--- src/hw/rtl/mmnp_pkg.sv ---
// ============================================================================
// Music macro note parser package
// Shared types, character codes, tone tables and lookup functions.
// ============================================================================
`default_nettype none

package mmnp_pkg;

    // Result queue sizing.
    localparam int QDepth = 4;
    localparam int QPtrW  = 2;
    localparam int QCntW  = 3;

    // Width of the packed result data bus (35 payload bits, padded to bytes).
    localparam int OutDataW = 40;

    typedef enum logic [2:0] {
        MODE_START    = 3'd0,
        MODE_LINE     = 3'd1,
        MODE_COMMENT  = 3'd2,
        MODE_AFTER_L  = 3'd3,
        MODE_AFTER_L1 = 3'd4,
        MODE_AFTER_R  = 3'd5,
        MODE_NOTE     = 3'd6
    } mode_t;

    typedef enum logic [1:0] {
        KIND_NOTE    = 2'd0,
        KIND_REST    = 2'd1,
        KIND_UNKNOWN = 2'd2
    } kind_t;

    // Character codes.
    localparam logic [7:0] ChNul   = 8'h00;
    localparam logic [7:0] ChTab   = 8'h09;
    localparam logic [7:0] ChNl    = 8'h0A;
    localparam logic [7:0] ChSpace = 8'h20;
    localparam logic [7:0] ChHash  = 8'h23;
    localparam logic [7:0] ChApos  = 8'h27;
    localparam logic [7:0] ChDash  = 8'h2D;
    localparam logic [7:0] ChZero  = 8'h30;
    localparam logic [7:0] ChOne   = 8'h31;
    localparam logic [7:0] ChTwo   = 8'h32;
    localparam logic [7:0] ChFour  = 8'h34;
    localparam logic [7:0] ChSix   = 8'h36;
    localparam logic [7:0] ChEight = 8'h38;
    localparam logic [7:0] ChNine  = 8'h39;
    localparam logic [7:0] ChLt    = 8'h3C;
    localparam logic [7:0] ChGt    = 8'h3E;
    localparam logic [7:0] ChA     = 8'h41;
    localparam logic [7:0] ChG     = 8'h47;
    localparam logic [7:0] ChL     = 8'h4C;
    localparam logic [7:0] ChR     = 8'h52;

    localparam logic [4:0] LenBad  = 5'd31;
    localparam logic [4:0] Len16   = 5'd16;
    localparam logic [3:0] OctMax  = 4'd15;
    localparam logic [3:0] OctTab  = 4'd2;
    localparam logic [2:0] LetMax  = 3'd6;

    // Tone period tables, [octave][letter]; unused rows and columns are zero.
    localparam logic [7:0] TabNat [4][8] = '{
        '{8'd152, 8'd135, 8'd255, 8'd227, 8'd202, 8'd191, 8'd170, 8'd0},
        '{8'd76,  8'd68,  8'd128, 8'd114, 8'd102, 8'd96,  8'd85,  8'd0},
        '{8'd38,  8'd34,  8'd64,  8'd57,  8'd51,  8'd48,  8'd43,  8'd0},
        '{8'd0,   8'd0,   8'd0,   8'd0,   8'd0,   8'd0,   8'd0,   8'd0}};
    localparam logic [7:0] TabSharp [4][8] = '{
        '{8'd143, 8'd0, 8'd241, 8'd214, 8'd0, 8'd180, 8'd161, 8'd0},
        '{8'd72,  8'd0, 8'd121, 8'd108, 8'd0, 8'd91,  8'd81,  8'd0},
        '{8'd36,  8'd0, 8'd60,  8'd54,  8'd0, 8'd45,  8'd40,  8'd0},
        '{8'd0,   8'd0, 8'd0,   8'd0,   8'd0, 8'd0,   8'd0,   8'd0}};
    localparam logic [7:0] TabFlat [4][8] = '{
        '{8'd161, 8'd143, 8'd0, 8'd241, 8'd214, 8'd0, 8'd180, 8'd0},
        '{8'd81,  8'd72,  8'd0, 8'd121, 8'd108, 8'd0, 8'd91,  8'd0},
        '{8'd40,  8'd36,  8'd0, 8'd60,  8'd54,  8'd0, 8'd45,  8'd0},
        '{8'd0,   8'd0,   8'd0, 8'd0,   8'd0,   8'd0, 8'd0,   8'd0}};

    typedef struct packed {
        logic [3:0] octave;
        logic [4:0] note_len;
        logic [4:0] sent_len;
        mode_t      mode;
        logic [2:0] letter;
        logic       sharp;
        logic       flat;
    } parse_state_t;

    typedef struct packed {
        kind_t      event_kind;
        logic [7:0] tone_period;
        logic       duration_changed;
        logic [7:0] note_duration;
        logic [9:0] rest_count;
        logic [7:0] bad_symbol;
        logic       last_of_run;
    } result_t;

    // Up to two results come out of one byte.
    typedef struct packed {
        logic v0;
        logic v1;
    } push_t;

    typedef struct packed {
        logic             room;
        logic [QCntW-1:0] count;
    } qstat_t;

    function automatic logic [7:0] period_of(input logic [3:0] oct, input logic [2:0] letter,
                                             input logic sharp, input logic flat);
        logic [7:0] ps;
        logic [7:0] pf;
        logic [7:0] pn;
        ps = TabSharp[oct[1:0]][letter];
        pf = TabFlat[oct[1:0]][letter];
        pn = TabNat[oct[1:0]][letter];
        if (oct > OctTab || letter > LetMax)
            return 8'd0;
        if (sharp && ps != 8'd0)
            return ps;
        if (flat && pf != 8'd0)
            return pf;
        return pn;
    endfunction

    function automatic logic [7:0] duration_of(input logic [4:0] len);
        unique case (len)
            5'd2:    return 8'd216;
            5'd3:    return 8'd162;
            5'd4:    return 8'd108;
            5'd8:    return 8'd54;
            5'd16:   return 8'd27;
            default: return 8'd0;
        endcase
    endfunction

    function automatic logic [9:0] rest_of(input logic [7:0] c);
        unique case (c)
            ChOne:   return 10'd640;
            ChTwo:   return 10'd320;
            ChFour:  return 10'd160;
            ChEight: return 10'd80;
            default: return 10'd0;
        endcase
    endfunction

    // Mode after a byte that was eaten as the argument of L or R.
    function automatic mode_t mode_after_consumed(input logic [7:0] c);
        if (c == ChNl)
            return MODE_START;
        if (c == ChNul)
            return MODE_COMMENT;
        return MODE_LINE;
    endfunction

endpackage

`default_nettype wire

--- src/hw/rtl/music_macro_note_parser.sv ---
// ============================================================================
// Music macro note parser
// Parses music-macro text one byte per beat and streams note, rest and
// unknown-character events.
// ============================================================================
//
// Channel  Dir  Beat content
// -------  ---  ----------------------------------------------------------
// s_*      in   one text byte (tdata[7:0] = symbol)
// m_*      out  one event: tuser = event_kind, tlast = last_of_run,
//               tdata = tone_period, duration_changed, note_duration,
//               rest_count, bad_symbol (from bit 0 up)
//
// A byte is taken into the input register, decoded against the parse state
// once the result queue has room, and its events are written into the result
// queue, whose head entry drives the result stream.
// Input beats are taken every cycle as long as the result queue has room for
// two events; a byte that both flushes a pending note and is an unknown
// character yields two events, so throughput is bounded by the result port
// at one event per cycle. Reset clears the parse state to line start,
// octave 1, length 8, nothing sent, and empties the queue. A stall downstream
// holds the input register once the four-entry queue can't take two events.
//
`default_nettype none

module music_macro_note_parser (
    input  wire logic                          clk,
    input  wire logic                          rst_n,
    input  wire logic                          s_tvalid,
    output logic                               s_tready,
    input  wire logic [7:0]                    s_tdata,   // [7:0] symbol
    output logic                               m_tvalid,
    input  wire logic                          m_tready,
    // [7:0] tone_period, [8] duration_changed, [16:9] note_duration,
    // [26:17] rest_count, [34:27] bad_symbol, [39:35] zero
    output logic [mmnp_pkg::OutDataW-1:0]      m_tdata,
    output logic [1:0]                         m_tuser,   // [1:0] event_kind
    output logic                               m_tlast    // last_of_run
);

    // Input register: one byte waiting for decode.
    logic                    in_valid_reg;
    logic                    in_valid_next;
    logic [7:0]              in_sym_reg;

    // Parse state.
    mmnp_pkg::parse_state_t  state_reg;
    mmnp_pkg::parse_state_t  state_next;

    mmnp_pkg::push_t         dec_push;
    mmnp_pkg::push_t         push;
    mmnp_pkg::result_t       res0;
    mmnp_pkg::result_t       res1;
    mmnp_pkg::qstat_t        qstat;
    logic                    fire;

    // The byte in the input register is decoded when the queue can take both
    // of the events it may produce.
    assign fire     = in_valid_reg && qstat.room;
    assign s_tready = !in_valid_reg || fire;

    assign in_valid_next = s_tvalid ? 1'b1 : (in_valid_reg && !fire);

    assign push.v0 = fire && dec_push.v0;
    assign push.v1 = fire && dec_push.v1;

    mmnp_decode u_decode (
        .st   (state_reg),
        .sym  (in_sym_reg),
        .nxt  (state_next),
        .push (dec_push),
        .res0 (res0),
        .res1 (res1)
    );

    mmnp_outq u_outq (
        .clk      (clk),
        .rst_n    (rst_n),
        .push     (push),
        .res0     (res0),
        .res1     (res1),
        .stat     (qstat),
        .m_tvalid (m_tvalid),
        .m_tready (m_tready),
        .m_tdata  (m_tdata),
        .m_tuser  (m_tuser),
        .m_tlast  (m_tlast)
    );

    always_ff @(posedge clk)
    begin
        if (s_tvalid && s_tready)
            in_sym_reg <= s_tdata;
    end

    always_ff @(posedge clk or negedge rst_n)
    begin
        if (!rst_n)
        begin
            in_valid_reg       <= 1'b0;
            state_reg.octave   <= 4'd1;
            state_reg.note_len <= 5'd8;
            state_reg.sent_len <= 5'd0;
            state_reg.mode     <= mmnp_pkg::MODE_START;
            state_reg.letter   <= 3'd0;
            state_reg.sharp    <= 1'b0;
            state_reg.flat     <= 1'b0;
        end
        else
        begin
            if (s_tready)
                in_valid_reg <= in_valid_next;
            if (fire)
                state_reg <= state_next;
        end
    end

    a_fire_room: assert property (@(posedge clk) disable iff (!rst_n)
        fire |-> (qstat.count <= mmnp_pkg::QCntW'(mmnp_pkg::QDepth - 2)))
        else $error("byte decoded without queue room");

    a_second_needs_first: assert property (@(posedge clk) disable iff (!rst_n)
        dec_push.v1 |-> (dec_push.v0 && state_reg.mode == mmnp_pkg::MODE_NOTE))
        else $error("second event without a flushed note");

    a_note_letter: assert property (@(posedge clk) disable iff (!rst_n)
        (state_reg.mode == mmnp_pkg::MODE_NOTE) |-> (state_reg.letter <= mmnp_pkg::LetMax))
        else $error("pending note letter out of range");

    a_hold_input: assert property (@(posedge clk) disable iff (!rst_n)
        (in_valid_reg && !fire) |=> (in_valid_reg && $stable(in_sym_reg)))
        else $error("waiting byte lost or changed");

endmodule

`default_nettype wire

--- src/hw/rtl/mmnp_decode.sv ---
// ============================================================================
// Music macro byte decoder
// Next parse state and up to two result items for one text byte.
// ============================================================================
`default_nettype none

module mmnp_decode (
    input  mmnp_pkg::parse_state_t st,
    input  logic [7:0]             sym,
    output mmnp_pkg::parse_state_t nxt,
    output mmnp_pkg::push_t        push,
    output mmnp_pkg::result_t      res0,
    output mmnp_pkg::result_t      res1
);

    logic              done;
    logic              note_chg;
    mmnp_pkg::result_t note_res;
    mmnp_pkg::result_t bad_res;

    // The pending note as it would be sent now (flat patched in below for '-').
    always_comb
    begin
        note_chg                  = (st.note_len != st.sent_len);
        note_res                  = '0;
        note_res.event_kind       = mmnp_pkg::KIND_NOTE;
        note_res.tone_period      = mmnp_pkg::period_of(st.octave, st.letter, st.sharp, st.flat);
        note_res.duration_changed = note_chg;
        note_res.note_duration    = note_chg ? mmnp_pkg::duration_of(st.note_len) : 8'd0;

        bad_res                   = '0;
        bad_res.event_kind        = mmnp_pkg::KIND_UNKNOWN;
        bad_res.bad_symbol        = sym;
    end

    always_comb
    begin
        nxt  = st;
        push = '0;
        res0 = '0;
        res1 = '0;
        done = 1'b0;

        unique case (st.mode)
            mmnp_pkg::MODE_COMMENT:
            begin
                if (sym == mmnp_pkg::ChNl)
                    nxt.mode = mmnp_pkg::MODE_START;
                done = 1'b1;
            end
            mmnp_pkg::MODE_AFTER_L:
            begin
                if (sym >= mmnp_pkg::ChZero && sym <= mmnp_pkg::ChNine)
                begin
                    nxt.note_len = {1'b0, sym[3:0]};
                    nxt.mode     = (sym == mmnp_pkg::ChOne) ? mmnp_pkg::MODE_AFTER_L1
                                                            : mmnp_pkg::MODE_LINE;
                end
                else
                begin
                    nxt.note_len = mmnp_pkg::LenBad;
                    nxt.mode     = mmnp_pkg::mode_after_consumed(sym);
                end
                done = 1'b1;
            end
            mmnp_pkg::MODE_AFTER_R:
            begin
                res0.event_kind = mmnp_pkg::KIND_REST;
                res0.rest_count = mmnp_pkg::rest_of(sym);
                push.v0         = 1'b1;
                nxt.mode        = mmnp_pkg::mode_after_consumed(sym);
                done            = 1'b1;
            end
            mmnp_pkg::MODE_AFTER_L1:
            begin
                nxt.mode = mmnp_pkg::MODE_LINE;
                if (sym == mmnp_pkg::ChSix)
                begin
                    nxt.note_len = mmnp_pkg::Len16;
                    done         = 1'b1;
                end
            end
            mmnp_pkg::MODE_NOTE:
            begin
                nxt.mode = mmnp_pkg::MODE_LINE;
                if (sym == mmnp_pkg::ChHash && !st.sharp)
                begin
                    nxt.sharp = 1'b1;
                    nxt.mode  = mmnp_pkg::MODE_NOTE;
                    done      = 1'b1;
                end
                else if (sym == mmnp_pkg::ChDash)
                begin
                    // A flat closes the note right away.
                    nxt.flat         = 1'b1;
                    nxt.sent_len     = st.note_len;
                    res0             = note_res;
                    res0.tone_period = mmnp_pkg::period_of(st.octave, st.letter, st.sharp, 1'b1);
                    push.v0          = 1'b1;
                    done             = 1'b1;
                end
                else
                begin
                    nxt.sent_len = st.note_len;
                    res0         = note_res;
                    push.v0      = 1'b1;
                end
            end
            default:
            begin
                // Line start, mid-line and the unused code go straight to the byte itself.
            end
        endcase

        if (!done)
        begin
            priority if (st.mode == mmnp_pkg::MODE_START && sym == mmnp_pkg::ChApos)
                nxt.mode = mmnp_pkg::MODE_COMMENT;
            else if (sym == mmnp_pkg::ChNl)
                nxt.mode = mmnp_pkg::MODE_START;
            else if (sym == mmnp_pkg::ChNul)
                nxt.mode = mmnp_pkg::MODE_COMMENT;
            else
            begin
                nxt.mode = mmnp_pkg::MODE_LINE;
                priority if (sym == mmnp_pkg::ChSpace || sym == mmnp_pkg::ChTab)
                begin
                end
                else if (sym == mmnp_pkg::ChLt)
                begin
                    if (st.octave != 4'd0)
                        nxt.octave = st.octave - 4'd1;
                end
                else if (sym == mmnp_pkg::ChGt)
                begin
                    if (st.octave != mmnp_pkg::OctMax)
                        nxt.octave = st.octave + 4'd1;
                end
                else if (sym == mmnp_pkg::ChL)
                    nxt.mode = mmnp_pkg::MODE_AFTER_L;
                else if (sym == mmnp_pkg::ChR)
                    nxt.mode = mmnp_pkg::MODE_AFTER_R;
                else if (sym >= mmnp_pkg::ChA && sym <= mmnp_pkg::ChG)
                begin
                    nxt.letter = 3'(sym - mmnp_pkg::ChA);
                    nxt.sharp  = 1'b0;
                    nxt.flat   = 1'b0;
                    nxt.mode   = mmnp_pkg::MODE_NOTE;
                end
                else if (push.v0)
                begin
                    res1    = bad_res;
                    push.v1 = 1'b1;
                end
                else
                begin
                    res0    = bad_res;
                    push.v0 = 1'b1;
                end
            end
        end

        if (push.v1)
            res1.last_of_run = 1'b1;
        else if (push.v0)
            res0.last_of_run = 1'b1;
    end

endmodule

`default_nettype wire

--- src/hw/rtl/mmnp_outq.sv ---
// ============================================================================
// Music macro result queue
// Four-entry result queue, two writes and one read per cycle, drives the
// result stream.
// ============================================================================
`default_nettype none

module mmnp_outq (
    input  logic                          clk,
    input  logic                          rst_n,
    input  mmnp_pkg::push_t               push,
    input  mmnp_pkg::result_t             res0,
    input  mmnp_pkg::result_t             res1,
    output mmnp_pkg::qstat_t              stat,
    output logic                          m_tvalid,
    input  logic                          m_tready,
    output logic [mmnp_pkg::OutDataW-1:0] m_tdata,
    output logic [1:0]                    m_tuser,
    output logic                          m_tlast
);

    mmnp_pkg::result_t               q_reg [mmnp_pkg::QDepth];
    logic [mmnp_pkg::QPtrW-1:0]      wr_ptr_reg;
    logic [mmnp_pkg::QPtrW-1:0]      wr_ptr_next;
    logic [mmnp_pkg::QPtrW-1:0]      wr_ptr_inc;
    logic [mmnp_pkg::QPtrW-1:0]      rd_ptr_reg;
    logic [mmnp_pkg::QPtrW-1:0]      rd_ptr_next;
    logic [mmnp_pkg::QCntW-1:0]      count_reg;
    logic [mmnp_pkg::QCntW-1:0]      count_next;
    logic                            pop;
    mmnp_pkg::result_t               head;

    assign pop        = m_tvalid && m_tready;
    assign wr_ptr_inc = wr_ptr_reg + mmnp_pkg::QPtrW'(1);
    assign head       = q_reg[rd_ptr_reg];

    always_comb
    begin
        wr_ptr_next = wr_ptr_reg;
        if (push.v1)
            wr_ptr_next = wr_ptr_reg + mmnp_pkg::QPtrW'(2);
        else if (push.v0)
            wr_ptr_next = wr_ptr_inc;
        rd_ptr_next = pop ? rd_ptr_reg + mmnp_pkg::QPtrW'(1) : rd_ptr_reg;
        count_next  = count_reg + mmnp_pkg::QCntW'(push.v0) + mmnp_pkg::QCntW'(push.v1)
                      - mmnp_pkg::QCntW'(pop);
    end

    always_ff @(posedge clk)
    begin
        if (push.v0)
            q_reg[wr_ptr_reg] <= res0;
        if (push.v1)
            q_reg[wr_ptr_inc] <= res1;
    end

    always_ff @(posedge clk or negedge rst_n)
    begin
        if (!rst_n)
        begin
            wr_ptr_reg <= '0;
            rd_ptr_reg <= '0;
            count_reg  <= '0;
        end
        else
        begin
            wr_ptr_reg <= wr_ptr_next;
            rd_ptr_reg <= rd_ptr_next;
            count_reg  <= count_next;
        end
    end

    // Room for two more items, counted without the pop of this cycle.
    assign stat.room  = (count_reg <= mmnp_pkg::QCntW'(mmnp_pkg::QDepth - 2));
    assign stat.count = count_reg;

    assign m_tvalid = (count_reg != '0);
    assign m_tuser  = head.event_kind;
    assign m_tlast  = head.last_of_run;
    assign m_tdata  = {5'd0, head.bad_symbol, head.rest_count, head.note_duration,
                       head.duration_changed, head.tone_period};

    a_count_bound: assert property (@(posedge clk) disable iff (!rst_n)
        count_reg <= mmnp_pkg::QCntW'(mmnp_pkg::QDepth))
        else $error("result queue count beyond depth");

    a_ptr_gap: assert property (@(posedge clk) disable iff (!rst_n)
        (count_reg != mmnp_pkg::QCntW'(mmnp_pkg::QDepth))
        |-> ((wr_ptr_reg - rd_ptr_reg) == count_reg[mmnp_pkg::QPtrW-1:0]))
        else $error("result queue pointers disagree with count");

endmodule

`default_nettype wire
--- config.mk ---
export PLATFORM = sky130hd
export DESIGN_NAME = music_macro_note_parser
export DESIGN_NICKNAME = d
export VERILOG_FILES = /design/src/hw/rtl/mmnp_pkg.sv /design/src/hw/rtl/music_macro_note_parser.sv /design/src/hw/rtl/mmnp_decode.sv /design/src/hw/rtl/mmnp_outq.sv
export SDC_FILE = /design/constraint.sdc
export NUM_CORES = 1
export LEC_CHECK = 0
export ABC_CLOCK_PERIOD_IN_PS = 4300
export BUFFER_PORTS_ARGS = -buffer_cell sky130_fd_sc_hd__buf_2
export CAP_MARGIN = 20
export CELL_PAD_IN_SITES_DETAIL_PLACEMENT = 0
export CELL_PAD_IN_SITES_GLOBAL_PLACEMENT = 1
export CORE_MARGIN = 3
export CORE_UTILIZATION = 49
export DETAILED_ROUTE_END_ITERATION = 8
export GPL_ROUTABILITY_DRIVEN = 0
export HOLD_SLACK_MARGIN = 0.03
export PLACE_DENSITY = 0.8
export SKIP_LAST_GASP = 1
export SLEW_MARGIN = 20
export SYNTH_ARGS = -nofsm -noshare
export SYNTH_HDL_FRONTEND = slang
export SYNTH_SLANG_ARGS = --single-unit
--- constraint.sdc ---
create_clock -name clk -period 4.3 [get_ports clk]
set_clock_uncertainty 0.2 [all_clocks]
set_input_delay 0.215 -clock clk [delete_from_list [all_inputs] [get_ports clk]]
set_output_delay 0.215 -clock clk [all_outputs]
set_load 0.03 [all_outputs]
==> metrics.cfg <==
[route]
highest_layer=met4
wl_met2_um=11500
wl_per_cell_um=20.5
drt-met1-wl_um=10900
wirelength_um=24200
num_vias=7328
avgViaCountPerCell=6.20
detail_route.first_pass.iterations=6
first_iter_violations=829
drc_errors=0
antenna_left=0
met3_length_um=1390

[timing]
fin_crit_ns=3.84
hold_viol=0
worstMarginPinSlew_ns=0.990
tns_ns=0
setup_viol=0
grt_setup_unrepaired=false
period_share=0.892
worst_hold_slack_ns=0.148
fmax_ghz=0.261
slew_viol_final=0
setup_ws_ns=0.462
relSlewSlack=0.340

[clocking]
post_cts_buffers=0
cts_max_level=4
cts_buffers=17
worstSkewPairLatency_ns=0.43
root_buffer=clkbuf_16
path_clk_slew_ns=0.07
cts_tree=built
cts_buffer_depth=2
cts_num_sinks=174

[worst_setup_path]
path_buf_inv=1
slowest_delay_ns=0.71
worstSetupEndpointType=flop
path_class=flop to flop
slowest_stage=and4_1
cp.required_ns=4.42
crit_path_start_kind=flop
crit_chain=inv_1 > ha_1 > nor4b_2 > a211oi_1 > nor4_2 > and4_1 > nand2_1 > and3_1 > a22o_1
crit_arrival_ns=3.96
cp_top_family=simple AND/OR/NAND/NOR gates
critPathMaxFanout=16

[yosys]
synth.avg_cell_area_um2=10.9
ys.flop_type=dfxtp_1
synth_edf_count=48
yosysSeqAreaShare=0.427
synth_async_sr_flop_share=0.172
synth_top_area_share=0.199
synth_area_mm2=0.00964
yosysUniqueCellTypes=94
synth_cells=881
synth.area.top_cells=dfxtp_1, edfxtp_1, mux4_2
yosys_register_bits=174
yosysMostFrequentCell=dfxtp_1
synth_top_cell_by_area=dfxtp_1
yosysWarnings=0
yosys-top-cells-count=dfxtp_1, a22o_1, nor2_1, edfxtp_1, nand2_1

[power]
seq_power_share=0.341
switching_share=0.431
leakage_uw=0.00403
p_int_uw=3840
clkPwrFrac=0.229
p_comb_frac=0.430
powerDensity_mw_per_mm2=638
peakVddDrop_uv=410
power.net_switching_uw=2910

[floorplan]
die_width_um=146
start_util=0.507
io_pins=57
rows=50
die_area_mm2=0.0214
die_h_um=146
core_mm2=0.0190

[finish]
drive_gt1_frac=0.198
largest_reg_flops=136
nets=946
nFillCells=1631
synthToLayoutAreaGrowth_pct=9.73
diodes=0

[global_route]
grt_first_pass_wirelength_um=39700
gr-total-overflow=0
grt_use_total=0.229
grt_pass1_vias=7226
grt_antenna_before_repair=0
grt_max_degree=36

[hold_path]
hold_class=input pin to asynchronous set/reset pin

[placed_design]
io_buffer_count=47
place_hpwl_um=16600
pre_cts_ws_ns=0.451

[job]
max_cap_viol_count=0

[run_status]
outcome=finished clean

==> power by group through the flow <==
stage | Combinational (µW) | Sequential, µW | Clock, µW
2_1_floorplan | 2480 | 2020 | 0
5_1_grt | 3150 | 2350 | 1650
4_1_cts | 2870 | 2300 | 1570
6_report | 2910 | 2300 | 1540
3_5_place_dp | 2850 | 2330 | 0
3_3_place_gp | 2820 | 2310 | 0
==> area by class of cell <==
class	instances	area [µm²]	area share
Multi-Input combinational cell	610	4940	0.466
Inverter	28	115	0.0109
Tap cell	260	325	0.0307
Clock inverter	15	174	0.0164
Sequential cell	174	4120	0.389
Clock buffer	17	425	0.0402
Timing Repair Buffer	77	488	0.0461
==> per-stage QoR <==
| step | power, µW | area (µm²) | util | cells |
|---|---|---|---|---|
| after detailed placement | 5190 | 9870 | 0.519 | 1138 |
| after global placement | 5130 | 9870 | 0.519 | 1138 |
| after CTS | 6740 | 10600 | 0.556 | 1181 |
| after floorplan | 4490 | 9670 | - | 889 |
| after global routing | 7150 | 10600 | 0.556 | 1181 |
| final | 6750 | 10600 | 0.556 | 1181 |
==> layout by cell type, fill, tap and decap left out, types with 5 or more instances in the layout <==
| master | n |
|---|---|
| o21ai_0 | 29 |
| inv_1 | 24 |
| nand2_1 | 43 |
| mux4_2 | 35 |
| a211oi_1 | 15 |
| buf_4 | 19 |
| xnor2_1 | 10 |
| nand2b_1 | 9 |
| o2bb2ai_1 | 29 |
| a22o_1 | 64 |
| nor2_1 | 56 |
| a21oi_1 | 28 |
| and3_1 | 10 |
| a21o_1 | 7 |
| a22oi_1 | 5 |
| o22ai_1 | 6 |
| nor4_1 | 7 |
| dlygate4sd3_1 | 11 |
| inv_4 | 6 |
| or2_2 | 6 |
| mux2i_1 | 8 |
| dfrtp_1 | 27 |
| clkbuf_16 | 17 |
| nor2b_1 | 13 |
| dfxtp_1 | 96 |
| and2_1 | 29 |
| xor2_1 | 9 |
| o32ai_1 | 5 |
| buf_2 | 47 |
| nor3_1 | 30 |
| a31oi_1 | 5 |
| mux2_2 | 9 |
| ha_1 | 23 |
| a211o_1 | 5 |
| edfxtp_1 | 48 |
| conb_1 | 9 |
| nand3_1 | 11 |
| a221oi_1 | 5 |
==> per-layer routing <==
| layer | GRT usage | vias up |
|---|---|---|
| met5 | 0 | - |
| li1 | - | 3382 |
| met2 | 0.364 | 290 |
| met4 | 0.0644 | 0 |
| met1 | 0.324 | 3628 |
| met3 | 0.0422 | 28 |
==> worst reg2reg max path, cell delays in order, from the launching register on <==
cell      delay [ns]
edfxtp_1        0.44
inv_1           0.30
ha_1            0.29
nor4b_2         0.21
a211oi_1        0.12
nor4_2          0.47
and4_1          0.71
nand2_1         0.19
and3_1          0.48
a22o_1          0.32
==> worst paths after layout <==
check                                                 startpoint  cells after the start  slack, ns                                to
worst max-delay path                     in_sym_reg[0]$_DFFE_PP_                      9       0.46  u_outq.q_reg[1][21]$_SDFFE_PP0P_
worst min-delay path                                       rst_n                      2       0.15          in_valid_reg$_DFFE_PN0N_
worst max register to register           in_sym_reg[0]$_DFFE_PP_                      9       0.46  u_outq.q_reg[1][21]$_SDFFE_PP0P_
worst min register to register  u_outq.q_reg[2][36]$_SDFFE_PP0P_                      1       0.26  u_outq.q_reg[2][36]$_SDFFE_PP0P_
max in group asynchronous                                  rst_n                      2       3.24  u_outq.rd_ptr_reg[0]$_DFFE_PN0P_
min in group clk                u_outq.q_reg[2][36]$_SDFFE_PP0P_                      1       0.26  u_outq.q_reg[2][36]$_SDFFE_PP0P_
==> kinds of logic after synthesis <==
kind of cell / share of synthesized area
compound gates: 0.199
flops: 0.427
mux: 0.101
fa+ha+maj: 0.0361
xor+xnor: 0.0173
other cells: 0.000389
buf+inv: 0.0644
simple gates: 0.156
==> repair_timing <==
action	in CTS	in global routing
gates resized for setup	0	0
hold endpoints to repair	38	0
hold buffers	11	0
(Power assumes the default switching activity.)
